===== config.mk =====
export PLATFORM = sky130hd
export DESIGN_NAME = src_walker
export DESIGN_NICKNAME = d
export VERILOG_FILES = /design/src/rtl/src_pkg.sv /design/src/rtl/src_walker.sv
export SDC_FILE = /design/constraint.sdc
export NUM_CORES = 1
export LEC_CHECK = 0
export ABC_AREA = 1
export BUFFER_PORTS_ARGS = -buffer_cell sky130_fd_sc_hd__buf_2
export CAP_MARGIN = 20
export CORE_ASPECT_RATIO = 0.6
export CORE_MARGIN = 2
export CORE_UTILIZATION = 39
export DETAILED_ROUTE_END_ITERATION = 10
export GPL_TIMING_DRIVEN = 0
export PLACE_DENSITY_LB_ADDON = 0.3
export SLEW_MARGIN = 20
export SYNTH_ARGS = -nofsm -noshare
export SYNTH_HDL_FRONTEND = slang
export SYNTH_SLANG_ARGS = --single-unit

===== constraint.sdc =====
create_clock -name clk_i -period 8.94 [get_ports clk_i]
set_input_delay 1.788 -clock clk_i [delete_from_list [all_inputs] [get_ports clk_i]]
set_output_delay 1.788 -clock clk_i [all_outputs]
set_load 0.02 [all_outputs]

===== src/rtl/src_pkg.sv =====
// shared types, constants and helpers of the spiral route cipher
// depends on nothing
package src_pkg;

  localparam int MAX_COLS  = 64;
  localparam int MAX_ROWS  = 64;
  localparam int BUF_DEPTH = 4096;

  localparam int ADDR_W = $clog2(BUF_DEPTH);
  localparam int CNT_W  = $clog2(BUF_DEPTH + 1);
  localparam int COL_W  = 6;
  localparam int ROW_W  = 6;
  localparam int SIZE_W = 7;
  localparam int BND_W  = 8;
  localparam int CHR_W  = 7;

  localparam logic [CHR_W-1:0] CHAR_X = 7'h58;
  localparam logic [7:0] CHAR_UA = 8'h41;
  localparam logic [7:0] CHAR_UZ = 8'h5A;
  localparam logic [7:0] CHAR_LA = 8'h61;
  localparam logic [7:0] CHAR_LZ = 8'h7A;
  localparam logic [7:0] CASE_OFS = 8'h20;

  typedef enum logic [1:0] {
    KIND_LOAD  = 2'd0,
    KIND_PULL  = 2'd1,
    KIND_START = 2'd2
  } kind_e;

  typedef enum logic [1:0] {
    CFG_COLS = 2'd0,
    CFG_ROWS = 2'd1,
    CFG_CW   = 2'd2
  } cfg_idx_e;

  typedef enum logic [1:0] {
    HD_UP    = 2'd0,
    HD_RIGHT = 2'd1,
    HD_DOWN  = 2'd2,
    HD_LEFT  = 2'd3
  } heading_e;

  // walk position and progress, walker to top level
  typedef struct packed {
    logic [COL_W-1:0] col;
    logic [ROW_W-1:0] row;
    logic             done;
    logic             last;
  } walk_status_t;

  // zero acts as one, large values saturate
  function automatic logic [SIZE_W-1:0] clamp_size(logic [SIZE_W-1:0] v,
                                                   logic [SIZE_W-1:0] max_v);
    logic [SIZE_W-1:0] r;
    if (v == '0) begin
      r = SIZE_W'(1);
    end else if (v > max_v) begin
      r = max_v;
    end else begin
      r = v;
    end
    return r;
  endfunction

  // fold lower case letters onto upper case
  function automatic logic [7:0] to_upper(logic [7:0] c);
    logic [7:0] r;
    if (c >= CHAR_LA && c <= CHAR_LZ) begin
      r = c - CASE_OFS;
    end else begin
      r = c;
    end
    return r;
  endfunction

endpackage


===== src/rtl/src_walker.sv =====
// spiral walk: position, heading, shrinking bounds and cell count
// depends on src_pkg for types and widths
module src_walker (
  input  logic                        clk_i,
  input  logic                        rst_ni,
  input  logic                        restart_i,
  input  logic                        step_i,
  input  logic [src_pkg::SIZE_W-1:0]  cols_i,
  input  logic [src_pkg::SIZE_W-1:0]  rows_i,
  input  logic                        cw_i,
  output src_pkg::walk_status_t       status_o
);

  localparam int CNT_W = src_pkg::CNT_W;
  localparam int BND_W = src_pkg::BND_W;
  localparam int COL_W = src_pkg::COL_W;
  localparam int ROW_W = src_pkg::ROW_W;
  localparam logic [src_pkg::SIZE_W-1:0] SIZE_ONE = src_pkg::SIZE_W'(1);

  logic [COL_W-1:0]         col_q, col_d;
  logic [ROW_W-1:0]         row_q, row_d;
  src_pkg::heading_e        hd_q, hd_d, hd_t;
  logic signed [BND_W-1:0]  top_q, top_d;
  logic signed [BND_W-1:0]  right_q, right_d;
  logic signed [BND_W-1:0]  bottom_q, bottom_d;
  logic signed [BND_W-1:0]  left_q, left_d;
  logic [CNT_W-1:0]         emitted_q, emitted_d;
  logic [CNT_W-1:0]         total;
  logic signed [BND_W-1:0]  col_s, row_s;

  // cells in the grid
  assign total = CNT_W'({7'b0, cols_i} * {7'b0, rows_i});
  assign col_s = $signed({{(BND_W-COL_W){1'b0}}, col_q});
  assign row_s = $signed({{(BND_W-ROW_W){1'b0}}, row_q});

  // next walk state: back to the start on restart, else turn at a bound, then move one cell
  always_comb begin
    col_d     = col_q;
    row_d     = row_q;
    hd_d      = hd_q;
    hd_t      = hd_q;
    top_d     = top_q;
    right_d   = right_q;
    bottom_d  = bottom_q;
    left_d    = left_q;
    emitted_d = emitted_q;
    if (restart_i) begin
      col_d     = COL_W'(cols_i - SIZE_ONE);
      row_d     = '0;
      hd_d      = cw_i ? src_pkg::HD_DOWN : src_pkg::HD_LEFT;
      top_d     = -BND_W'(1);
      right_d   = $signed({1'b0, cols_i});
      bottom_d  = $signed({1'b0, rows_i});
      left_d    = -BND_W'(1);
      emitted_d = '0;
    end else if (step_i) begin
      emitted_d = emitted_q + CNT_W'(1);
      unique case (hd_q)
        src_pkg::HD_UP: begin
          if (row_s - BND_W'(1) == top_q) begin
            if (cw_i) begin
              hd_t = src_pkg::HD_RIGHT; left_d = left_q + BND_W'(1);
            end else begin
              hd_t = src_pkg::HD_LEFT; right_d = right_q - BND_W'(1);
            end
          end
        end
        src_pkg::HD_RIGHT: begin
          if (col_s + BND_W'(1) == right_q) begin
            if (cw_i) begin
              hd_t = src_pkg::HD_DOWN; top_d = top_q + BND_W'(1);
            end else begin
              hd_t = src_pkg::HD_UP; bottom_d = bottom_q - BND_W'(1);
            end
          end
        end
        src_pkg::HD_DOWN: begin
          if (row_s + BND_W'(1) == bottom_q) begin
            if (cw_i) begin
              hd_t = src_pkg::HD_LEFT; right_d = right_q - BND_W'(1);
            end else begin
              hd_t = src_pkg::HD_RIGHT; left_d = left_q + BND_W'(1);
            end
          end
        end
        src_pkg::HD_LEFT: begin
          if (col_s - BND_W'(1) == left_q) begin
            if (cw_i) begin
              hd_t = src_pkg::HD_UP; bottom_d = bottom_q - BND_W'(1);
            end else begin
              hd_t = src_pkg::HD_DOWN; top_d = top_q + BND_W'(1);
            end
          end
        end
        default: hd_t = hd_q;
      endcase
      hd_d = hd_t;
      unique case (hd_t)
        src_pkg::HD_UP:    row_d = row_q - ROW_W'(1);
        src_pkg::HD_RIGHT: col_d = col_q + COL_W'(1);
        src_pkg::HD_DOWN:  row_d = row_q + ROW_W'(1);
        src_pkg::HD_LEFT:  col_d = col_q - COL_W'(1);
        default:           col_d = col_q;
      endcase
    end
  end

  // walk registers, reset matches a one-by-one clockwise grid
  always_ff @(posedge clk_i or negedge rst_ni) begin
    if (!rst_ni) begin
      col_q     <= '0;
      row_q     <= '0;
      hd_q      <= src_pkg::HD_DOWN;
      top_q     <= -BND_W'(1);
      right_q   <= BND_W'(1);
      bottom_q  <= BND_W'(1);
      left_q    <= -BND_W'(1);
      emitted_q <= '0;
    end else begin
      col_q     <= col_d;
      row_q     <= row_d;
      hd_q      <= hd_d;
      top_q     <= top_d;
      right_q   <= right_d;
      bottom_q  <= bottom_d;
      left_q    <= left_d;
      emitted_q <= emitted_d;
    end
  end

  // status toward the top level
  assign status_o.col  = col_q;
  assign status_o.row  = row_q;
  assign status_o.done = (emitted_q >= total);
  assign status_o.last = (emitted_q + CNT_W'(1) == total);

endmodule


After elaboration in Yosys (flattened, before gate mapping)
Index checks and enable logic that the tools add are counted.
W data, S select, Z words.
{"block": "word_totals", "wordCells": 110, "reg_bits": 59, "input_bits": 19, "output_inout_bits": 14}
{"block": "op_classes", "n_eq_ne": 23, "n_mul": 1, "n_mux": 50, "order_cmp": 1, "n_addsub": 14, "n_reduce_logical": 13}
{"operator": "$mux W8", "n": 24}
{"operator": "$pmux W8 S2", "n": 4}
{"operator": "$ne A3 B3 Y1 const B", "n": 12}
{"operator": "$mux W13", "n": 2}
{"operator": "$mux W2", "n": 12}
{"operator": "$mux W6", "n": 4}
{"operator": "$pmux W6 S2", "n": 2}
{"operator": "$reduce_and A6 Y1", "n": 4}
{"operator": "$sub A6 B1 Y6 const B", "n": 3}
{"operator": "$add A8 B2 Y8 const B", "n": 2}
{"operator": "$eq A7 B8 Y1", "n": 2}
{"operator": "$eq A8 B8 Y1", "n": 2}
{"operator": "$sub A8 B2 Y8 const B", "n": 2}
{"operator": "$add A6 B1 Y7 const B", "n": 2}
{"operator": "$sub A6 B1 Y7 const B", "n": 2}
{"operator": "$add A13 B1 Y13 const B", "n": 1}
{"operator": "$eq A13 B13 Y1", "n": 1}
{"operator": "$ge A13 B13 Y1", "n": 1}
{"operator": "$mul A7 B7 Y13", "n": 1}
{"operator": "$add A6 B1 Y6 const B", "n": 2}
{"operator": "$reduce_bool A3 Y1", "n": 4}
{"operator": "$eq A2 B2 Y1 const B", "n": 4}
{"operator": "$pmux W2 S4", "n": 1}
{"operator": "$eq A2 B1 Y1 const B", "n": 2}
{"operator": "4 further kinds", "n": 6}

Depth between registers and ports, before layout
Gate-level depths: netlist (run 1).
{"block": "logic_depth", "depth_word": 10, "depth_mapped": 27}

Worst setup path after synthesis (run 1)
OpenSTA, ideal clock, no wires.
{"block": "synth_timing", "path_kind": "input -> output", "from": "input cols_i[0] in the netlist's numbering", "to": "output status_o[1] in the netlist's numbering", "stages": 21, "n_path_buf": 1, "arrival_time_ns": 6.216, "path_slack_ns": 0.936, "cell_sequence": "clkbuf_1 > nand2_1 > fa_1 > fa_1 > fa_1 > inv_1 > fa_1 > ha_1 > nand2_1 > nand2_1 > or2_2 > a21oi_1 > or2_2 > nand2_1 > ha_1 > nand4_1 > o21ai_0 > a211oi_1 > o21ai_0 > nand2_1 > nand3_1"}
{"item": "start, declared", "line": "src_walker.sv:8", "source": "input logic [src_pkg::SIZE_W-1:0] cols_i,"}
{"item": "end, declared", "line": "src_walker.sv:11", "source": "output src_pkg::walk_status_t status_o"}

==> results of run 1 <==
## worst max-delay path by stage
stage,startpoint,to,slack [ns],depth (start not counted)
6_report,cols_i[1],status_o[1],0.36,20
2_1_floorplan,cols_i[0],status_o[1],0.94,21
3_3_place_gp,cols_i[2],status_o[1],0.45,22
4_1_cts,cols_i[1],status_o[1],0.41,22
5_1_grt,cols_i[3],status_o[1],0.002,22
3_5_place_dp,cols_i[2],status_o[1],0.46,22
## flip-flops by register name, indices dropped and copies added, names as in the netlist
signal and cells:
right_q 8, left_q 8, row_q 6, col_q 6, hd_q 2, bottom_q 8
emitted_q 13, top_q 8
## cells in the final DEF (no fill, tap or decap), drive strengths merged, types with 19 or more instances in the layout
master and count:
nand2 273, inv 174, nor2 82, nand3 76
o21ai 65, ha 61, dfrtp 40, xor2 36
clkbuf 33, buf 27, fa 25, a21oi 24
dfstp 19
## metal layers
layer  vias to the layer above  share of wire [%]
met5                         -                  0
met4                         0               0.58
met3                         7                6.3
met2                       173                 36
met1                      2941                 57
li1                       3224                  -
## final cells by class
type                       instances  share of cell area (%)
multi-input combinational        729                    59.4
sequential                        59                    20.1
inverter                         174                    8.76
tap                              234                    3.92
clock buffer                      11                    3.39
buffer                            31                    2.10
timing repair buffer              18                    1.54
clock inverter                     5                   0.805
## stage by stage
| stage | setup slack (ns) | hold WS (ns) | total power, mW | utilization [%] | instances |
|---|---|---|---|---|---|
| 2_1_floorplan | 0.936 | 0.476 | 1.47 | - | 993 |
| 3_3_place_gp | 0.454 | 0.498 | 1.76 | 41.8 | 1244 |
| 3_5_place_dp | 0.456 | 0.505 | 1.77 | 41.9 | 1245 |
| 4_1_cts | 0.415 | 0.514 | 2.16 | 43.8 | 1261 |
| 5_1_grt | 0.00183 | 0.528 | 2.40 | 43.8 | 1261 |
| 6_report | 0.361 | 0.507 | 2.17 | 43.8 | 1261 |
## logic make-up (layout without fill, tap and decap cells)
logic type	Yosys count	in the layout	synth area share [%]
compound gates	126	126	10.8
simple gates	466	466	29.5
flops	59	59	22.3
buf+inv	205	239	12.0
fa+ha+maj	86	86	18.8
xor+xnor	51	51	6.63
## power by group
part	total, mW	leakage (nW)	internal [mW]	switching (mW)
logic	1.32	3.09	0.491	0.828
registers	0.471	0.716	0.369	0.103
clock network	0.378	0.152	0.232	0.146
total	2.17	3.96	1.09	1.08
## critical path, delay by kind of cell
family	cells	cell delay, ns
XOR/XNOR	1	0.34
adder cells (fa/ha/maj)	6	2.77
AO/OA/AOI/OAI	5	0.79
buffers and inverters	4	0.70
AND/OR/NAND/NOR	4	0.41
==> flow_summary_export.csv, run 1 <==
group,metric,value,unit
clocking,cts-buffers-inserted,9,
grt,grt_max_degree,47,
clocking,cts_root_buffer,"clkbuf_16",
clocking,path_clk_slew,0.06,ns
clocking,cts_tree,"done",
worst_hold_path,min_from,"left_q[4]",
grt,grt.overflow.total,0,
sta,drv_slew,0,
setup_path,worst-setup-path-type,"primary input to output port",
drt,drtIter0Drc,583,
grt,met3_usage,3.57,%
setup_path,critical_path.max_stage_delay,0.55,ns
yosys,synth.most_common_cell,"nand2_1",
clocking,htree_levels,3,
drt,drc,0,
sta,fin_crit_sh,96.0,%
grt,antenna_found_initial,0,
setup_path,path_max_fanout,10,
setup_path,rr_startpoint,"row_q[0]",
drt,routed_wl,17.5,mm
yosys,syn_inst,993,
place,port_buffers,17,
place,place.gp.congestion,0.862,
yosys,syn_nets,1098,
setup_path,slowest_stage,"fa_1",
cells_and_area,seq_area,1500,um^2
place,dp_hpwl,13.9,mm
yosys,synth-warning-count,0,
sta,relSlewSlack,55.8,%
floorplan,num_rows,37,
setup_path,cp.required,7.15,ns
floorplan,dieWidth,174,um
yosys,synth_top_cell_by_area,"nand2_1",
yosys,synth-main-ff-cell,"dfrtp_1",
sta,min_period,8.58,ns
worst_hold_path,hold_depth,2,
job,cap_violations,0,
worst_hold_path,hold_class,"register to register",
pwr,power.density,291,nW/um^2
sta,clock.fmax,117,MHz
cells_and_area,fin_area,7460,um^2
grt,busiest_layer,"met1",
sta,grt_setup_unrepaired,"false",
setup_path,end_kind,"output port",
pwr,leakagePower,3.96,nW
floorplan,fp.coreArea,17000,um^2
drt,antenna_left,0,
yosys,synth-async-reset-ratio,100,%
clocking,clock-sinks,59,
drt,first_pass_iters,5,
yosys,netlist.area_leader.share,15.2,%
setup_path,cp_common_cell,"fa_1",
setup_path,r2r_setup_slack,4.67,ns
setup_path,r2r_cells,25,
clocking,clock_latency,0.34,ns
grt,use_met1,33.4,%
outcome,status,"completed",
drt,via_per_inst,5.03,
setup_path,path_cells,"clkbuf_1, nand2_1, fa_1, fa_1, fa_1, inv_1, fa_1, ha_1, nand2_1, inv_1, a21oi_1, xor2_1, ha_1, a21oi_1, o21ai_0, a211oi_1, o21ai_0, nand2_1, nand3_1, buf_2",
yosys,netlist_area,6740,um^2
setup_path,arrival,6.79,ns
sta,tightestPinTransition,0.660,ns
yosys,synth_area_leaders,"nand2_1 (15%), dfrtp_1 (15%), ha_1 (11%)",
cells_and_area,layout.nets,1127,
yosys,synth_common_cells,"nand2_1 (272), inv_1 (169), nand3_1 (72), nor2_1 (72), ha_1 (61)",
clocking,postCtsHoldBufs,0,
setup_path,reg2reg_to,"row_q[5]",
cells_and_area,multi_input_area,4430,um^2
place,place_area,7140,um^2
yosys,ys_seq_area_share,22.3,%
pwr,peakVddDrop,0.250,mV
grt,globalRouteTotalUtil,20.1,%
sta,setup_viol,0,
sta,finalHoldViolCount,0,
floorplan,dieArea,18400,um^2
setup_path,cp-start-kind,"primary input",
worst_hold_path,min_to,"left_q[4]",
sta,finalSetupTns,0,ns
floorplan,die_y,106,um
cells_and_area,antenna_cells,0,
grt,grt_pass1_vias,5840,
clocking,cts_setup_buffers,0,
cells_and_area,drive_gt1_share,9.25,%
drt,num_vias,6345,
sta,fin_skew,0.0108,ns
floorplan,ioPinCount,33,
grt,met2_usage,26.6,%
floorplan,initial_utilization,39.5,%
clocking,ctsResizeCount,0,
yosys,avgSynthCellArea,6.78,um^2
drt,wl_per_cell,13.9,um
cells_and_area,nFillCells,1827,
yosys,synth.distinct_cells,42,
cells_and_area,area_growth,10.7,%
clocking,clk_path_buf_depth,2,
yosys,synth_edf_count,0,
grt,grt_pass1_wl,29.8,mm
yosys,synth.ff_latch_count,59,
(Power assumes the default switching activity.)
==> run 2, diff against run 1 <==
--- a/config.mk
+++ b/config.mk
@@ -7,7 +7,6 @@
 export LEC_CHECK = 0
 export ABC_AREA = 1
 export BUFFER_PORTS_ARGS = -buffer_cell sky130_fd_sc_hd__buf_2
-export CAP_MARGIN = 20
 export CORE_ASPECT_RATIO = 0.6
 export CORE_MARGIN = 2
 export CORE_UTILIZATION = 39
==> constraint.sdc (replaced) <==
create_clock -name clk_i -period 11.1 [get_ports clk_i]
set_input_delay 2.22 -clock clk_i [delete_from_list [all_inputs] [get_ports clk_i]]
set_output_delay 2.22 -clock clk_i [all_outputs]
set_load 0.02 [all_outputs]
==> flow_summary_export.csv, run 2 (same netlist as run 1, synthesis figures left out) <==
group,metric,value,unit
outcome,status,"completed",
floorplan,die_y,106,um
clocking,clock_latency,0.34,ns
drt,antenna_left,0,
setup_path,end_kind,"output port",
clocking,ctsResizeCount,0,
drt,drtIter0Drc,578,
sta,finalHoldViolCount,0,
cells_and_area,drive_gt1_share,9.06,%
cells_and_area,nFillCells,1828,
setup_path,path_max_fanout,8,
pwr,power.density,234,nW/um^2
place,dp_hpwl,13.9,mm
sta,fin_crit_sh,85.1,%
setup_path,r2r_setup_slack,6.83,ns
sta,finalSetupTns,0,ns
clocking,path_clk_slew,0.06,ns
grt,grt.overflow.total,0,
place,place_area,7140,um^2
setup_path,cp-start-kind,"primary input",
cells_and_area,antenna_cells,0,
drt,routed_wl,17.5,mm
clocking,cts_root_buffer,"clkbuf_16",
clocking,postCtsHoldBufs,0,
sta,clock.fmax,106,MHz
worst_hold_path,hold_class,"register to register",
floorplan,fp.coreArea,17000,um^2
pwr,leakagePower,3.95,nW
place,pre_cts_slack,1.75,ns
job,cap_violations,0,
drt,drc,0,
cells_and_area,largest_reg_flops,13,
sta,setup_viol,0,
drt,wl_per_cell,13.9,um
drt,num_vias,6361,
sta,relSlewSlack,55.9,%
grt,grt_max_degree,47,
setup_path,worst-setup-path-type,"primary input to output port",
floorplan,ioPinCount,33,
cells_and_area,layout.nets,1127,
floorplan,initial_utilization,39.5,%
pwr,peakVddDrop,0.202,mV
drt,via_per_inst,5.04,
floorplan,dieArea,18400,um^2
clocking,clk_path_buf_depth,2,
cells_and_area,regMostFlops,"emitted_q",
clocking,cts_setup_buffers,0,
sta,fin_ws,1.65,ns
cells_and_area,final_cell_mix,"nand2_1 (272), inv_1 (169), nor2_1 (72), nand3_1 (72), ha_1 (61)",
grt,grt_pass1_vias,5840,
grt,globalRouteTotalUtil,20.1,%
place,port_buffers,17,
cells_and_area,final_cells,1261,
cells_and_area,fin_area,7460,um^2
place,place.gp.congestion,0.862,
sta,drv_slew,0,
drt,first_pass_iters,5,
sta,grt_setup_unrepaired,"false",
clocking,cts_tree,"done",
clocking,htree_levels,3,
clocking,cts-buffers-inserted,9,
setup_path,arrival,7.23,ns
sta,fin_skew,0.0109,ns
setup_path,cp.required,8.88,ns
place,dp_cells,1245,
cells_and_area,area_growth,10.7,%
floorplan,dieWidth,174,um
sta,min_period,9.45,ns
grt,antenna_found_initial,0,
clocking,clock-sinks,59,
grt,grt_pass1_wl,29.8,mm
sta,tightestPinTransition,0.660,ns
cells_and_area,mostFrequentLayoutCell,"nand2_1",
floorplan,num_rows,37,
-- run 2: worst max-delay path: stages --
cell and delay, ns:
clkbuf_1 0.38, nand2_1 0.15, fa_1 0.55, inv_1 0.04, ha_1 0.28, inv_1 0.06
fa_1 0.54, inv_1 0.06, fa_1 0.47, ha_1 0.39, a21oi_1 0.21, nand2_1 0.12
a21oi_1 0.25, xor2_1 0.34, ha_1 0.33, a21oi_1 0.14, o21ai_0 0.10, a211oi_1 0.19
o21ai_0 0.11, nand2_1 0.07, nand3_1 0.06, buf_2 0.17
-- run 2: worst paths after layout --
check,start,endpoint,cells past startpoint
max reg2reg,row_q[0],row_q[5],25
max,rows_i[3],status_o[1],22
min in group asynchronous,rst_ni,emitted_q[8],1
min reg2reg,left_q[4],left_q[4],2
max in group asynchronous,rst_ni,top_q[7],2
min,left_q[4],left_q[4],2
-- run 2: metrics by stage --
step	power (mW)	util, %	hold WS, ns
floorplan	1.18	-	0.476
global placement	1.41	41.8	0.498
detailed placement	1.42	41.9	0.505
CTS	1.74	43.8	0.514
global route	1.93	43.8	0.528
finish	1.75	43.8	0.507
-- run 2: layer usage --
metal | track usage, % | routed length [um] | share of wire [%]
met5 | 0 | 0 | 0
met3 | 3.57 | 1160 | 6.6
met1 | 33.4 | 9980 | 57
met2 | 26.6 | 6300 | 36
met4 | 2.94 | 102 | 0.58
-- run 2: power breakdown --
| group | internal, mW | switching [mW] | leakage [nW] |
|---|---|---|---|
| Sequential | 0.297 | 0.0829 | 0.716 |
| Clock | 0.187 | 0.118 | 0.152 |
| Combinational | 0.395 | 0.667 | 3.08 |
-- run 2: final cells by class --
cell class              count  area [um^2]  share of cell area (%)
plain buffers              31          154                    2.06
clock buffers              11          253                    3.39
clock inverters             5         60.1                   0.805
inverters                 174          653                    8.76
multi-input cells         729         4430                    59.4
flip-flops and latches     59         1500                    20.1
well taps                 234          293                    3.93
repair buffers             18          115                    1.54
==> run 3, diff against run 2 <==
--- a/config.mk
+++ b/config.mk
@@ -7,10 +7,11 @@
 export LEC_CHECK = 0
 export ABC_AREA = 1
 export BUFFER_PORTS_ARGS = -buffer_cell sky130_fd_sc_hd__buf_2
-export CORE_ASPECT_RATIO = 0.6
+export CORE_ASPECT_RATIO = 0.75
 export CORE_MARGIN = 2
 export CORE_UTILIZATION = 39
 export DETAILED_ROUTE_END_ITERATION = 10
+export GPL_ROUTABILITY_DRIVEN = 0
 export GPL_TIMING_DRIVEN = 0
 export PLACE_DENSITY_LB_ADDON = 0.3
 export SLEW_MARGIN = 20
==> flow_summary_export.csv, run 3 (same netlist as run 1, synthesis figures left out) <==
group,metric,value,unit
grt,grt_pass1_wl,28.9,mm
sta,finalSetupTns,0,ns
pwr,power.density,234,nW/um^2
grt,antenna_found_initial,0,
drt,antenna_left,0,
grt,globalRouteTotalUtil,19.4,%
floorplan,dieArea,18400,um^2
clocking,ctsResizeCount,0,
sta,relSlewSlack,56.4,%
setup_path,cp_common_cell,"nand2_1",
setup_path,slowest_stage,"fa_1",
floorplan,fp.coreArea,16900,um^2
drt,num_vias,6229,
clocking,clk_path_buf_depth,2,
outcome,status,"completed",
sta,setup_viol,0,
cells_and_area,mostFrequentLayoutCell,"nand2_1",
sta,fin_crit_sh,84.5,%
clocking,htree_levels,3,
floorplan,initial_utilization,39.9,%
sta,whs,0.513,ns
setup_path,critical_path.max_stage_delay,0.57,ns
job,cap_violations,0,
sta,min_period,9.38,ns
cells_and_area,area_growth,10.4,%
pwr,peakVddDrop,0.173,mV
clocking,clock-sinks,59,
place,place_area,7120,um^2
pwr,leakagePower,3.95,nW
setup_path,cp-start-kind,"primary input",
grt,grt_max_degree,53,
grt,grt.overflow.total,0,
drt,wl_per_cell,13.5,um
drt,via_per_inst,5.02,
cells_and_area,antenna_cells,0,
drt,first_pass_iters,5,
setup_path,cp.required,8.88,ns
sta,clock.fmax,107,MHz
setup_path,end_kind,"output port",
floorplan,num_rows,41,
setup_path,worst-setup-path-type,"primary input to output port",
setup_path,path_cells,"clkbuf_1, nand2_1, fa_1, fa_1, fa_1, inv_1, fa_1, ha_1, nand2_1, nand2_1, or2_2, a21oi_1, or2_2, nand2_1, ha_1, nand4_1, o21ai_0, a211oi_1, o21ai_0, nand2_1, nand3_1, buf_2",
floorplan,die_y,118,um
floorplan,dieWidth,156,um
clocking,cts_tree,"done",
sta,finalHoldViolCount,0,
place,port_buffers,17,
clocking,postCtsHoldBufs,0,
clocking,path_clk_slew,0.06,ns
cells_and_area,final_cell_mix,"nand2_1 (272), inv_1 (169), nor2_1 (72), nand3_1 (72), ha_1 (61)",
cells_and_area,largest_reg_flops,13,
cells_and_area,fin_area,7440,um^2
clocking,cts-buffers-inserted,9,
setup_path,arrival,7.16,ns
sta,tightestPinTransition,0.654,ns
cells_and_area,drive_gt1_share,8.96,%
clocking,cts_root_buffer,"clkbuf_16",
floorplan,ioPinCount,33,
sta,grt_setup_unrepaired,"false",
cells_and_area,regMostFlops,"emitted_q",
clocking,cts_setup_buffers,0,
grt,grt_pass1_vias,5833,
sta,fin_skew,0.0102,ns
drt,drc,0,
drt,drtIter0Drc,482,
drt,routed_wl,16.8,mm
setup_path,path_max_fanout,10,
clocking,clock_latency,0.35,ns
sta,drv_slew,0,
cells_and_area,layout.nets,1127,
worst_hold_path,hold_class,"register to register",
place,dp_hpwl,13.2,mm
==> run 3: power breakdown <==
part           switching, mW  internal (mW)
clock network          0.114          0.197
registers             0.0832          0.297
logic                  0.657          0.395
total                  0.854          0.889
==> run 3: metal layers <==
layer | global-route usage (%) | vias to the layer above | wire length [um]
li1 | - | 3215 | -
met1 | 30.6 | 2850 | 9180
met2 | 27.3 | 150 | 6600
met3 | 2.80 | 14 | 811
met4 | 4.93 | 0 | 199
met5 | 0 | - | 0
==> run 3: final timing paths <==
check	startpoint	end	cells after the start	slack [ns]
max reg2reg	row_q[0]	row_q[5]	25	6.90
max in group asynchronous	rst_ni	left_q[1]	2	8.85
max	cols_i[3]	status_o[1]	22	1.72
min in group asynchronous	rst_ni	emitted_q[6]	1	1.70
min reg2reg	top_q[3]	top_q[3]	2	0.51
min	top_q[3]	top_q[3]	2	0.51
==> run 3: area by class of cell <==
cell class | count | area [um^2]
inverter | 174 | 653
clock inverter | 6 | 88.8
timing repair buffer | 18 | 115
sequential | 59 | 1500
clock buffer | 10 | 229
buffer | 31 | 154
multi-input combinational | 729 | 4430
tap | 215 | 269
fill | 1773 | 9440
==> run 3: worst max-delay path, delay by kind of cell <==
family / cells / cell delay [ns]
compound gates: 4 / 0.56
buf+inv: 3 / 0.61
simple gates: 9 / 1.05
fa+ha+maj: 6 / 2.70
==> run 3: stage by stage <==
stage	setup WS [ns]	power (mW)	utilization [%]	std cells
6_report	1.72	1.74	44.1	1242
5_1_grt	1.32	1.92	44.1	1242
4_1_cts	1.73	1.74	44.1	1242
3_5_place_dp	1.75	1.42	42.2	1226
3_3_place_gp	1.78	1.40	42.0	1225
2_1_floorplan	2.23	1.18	-	993
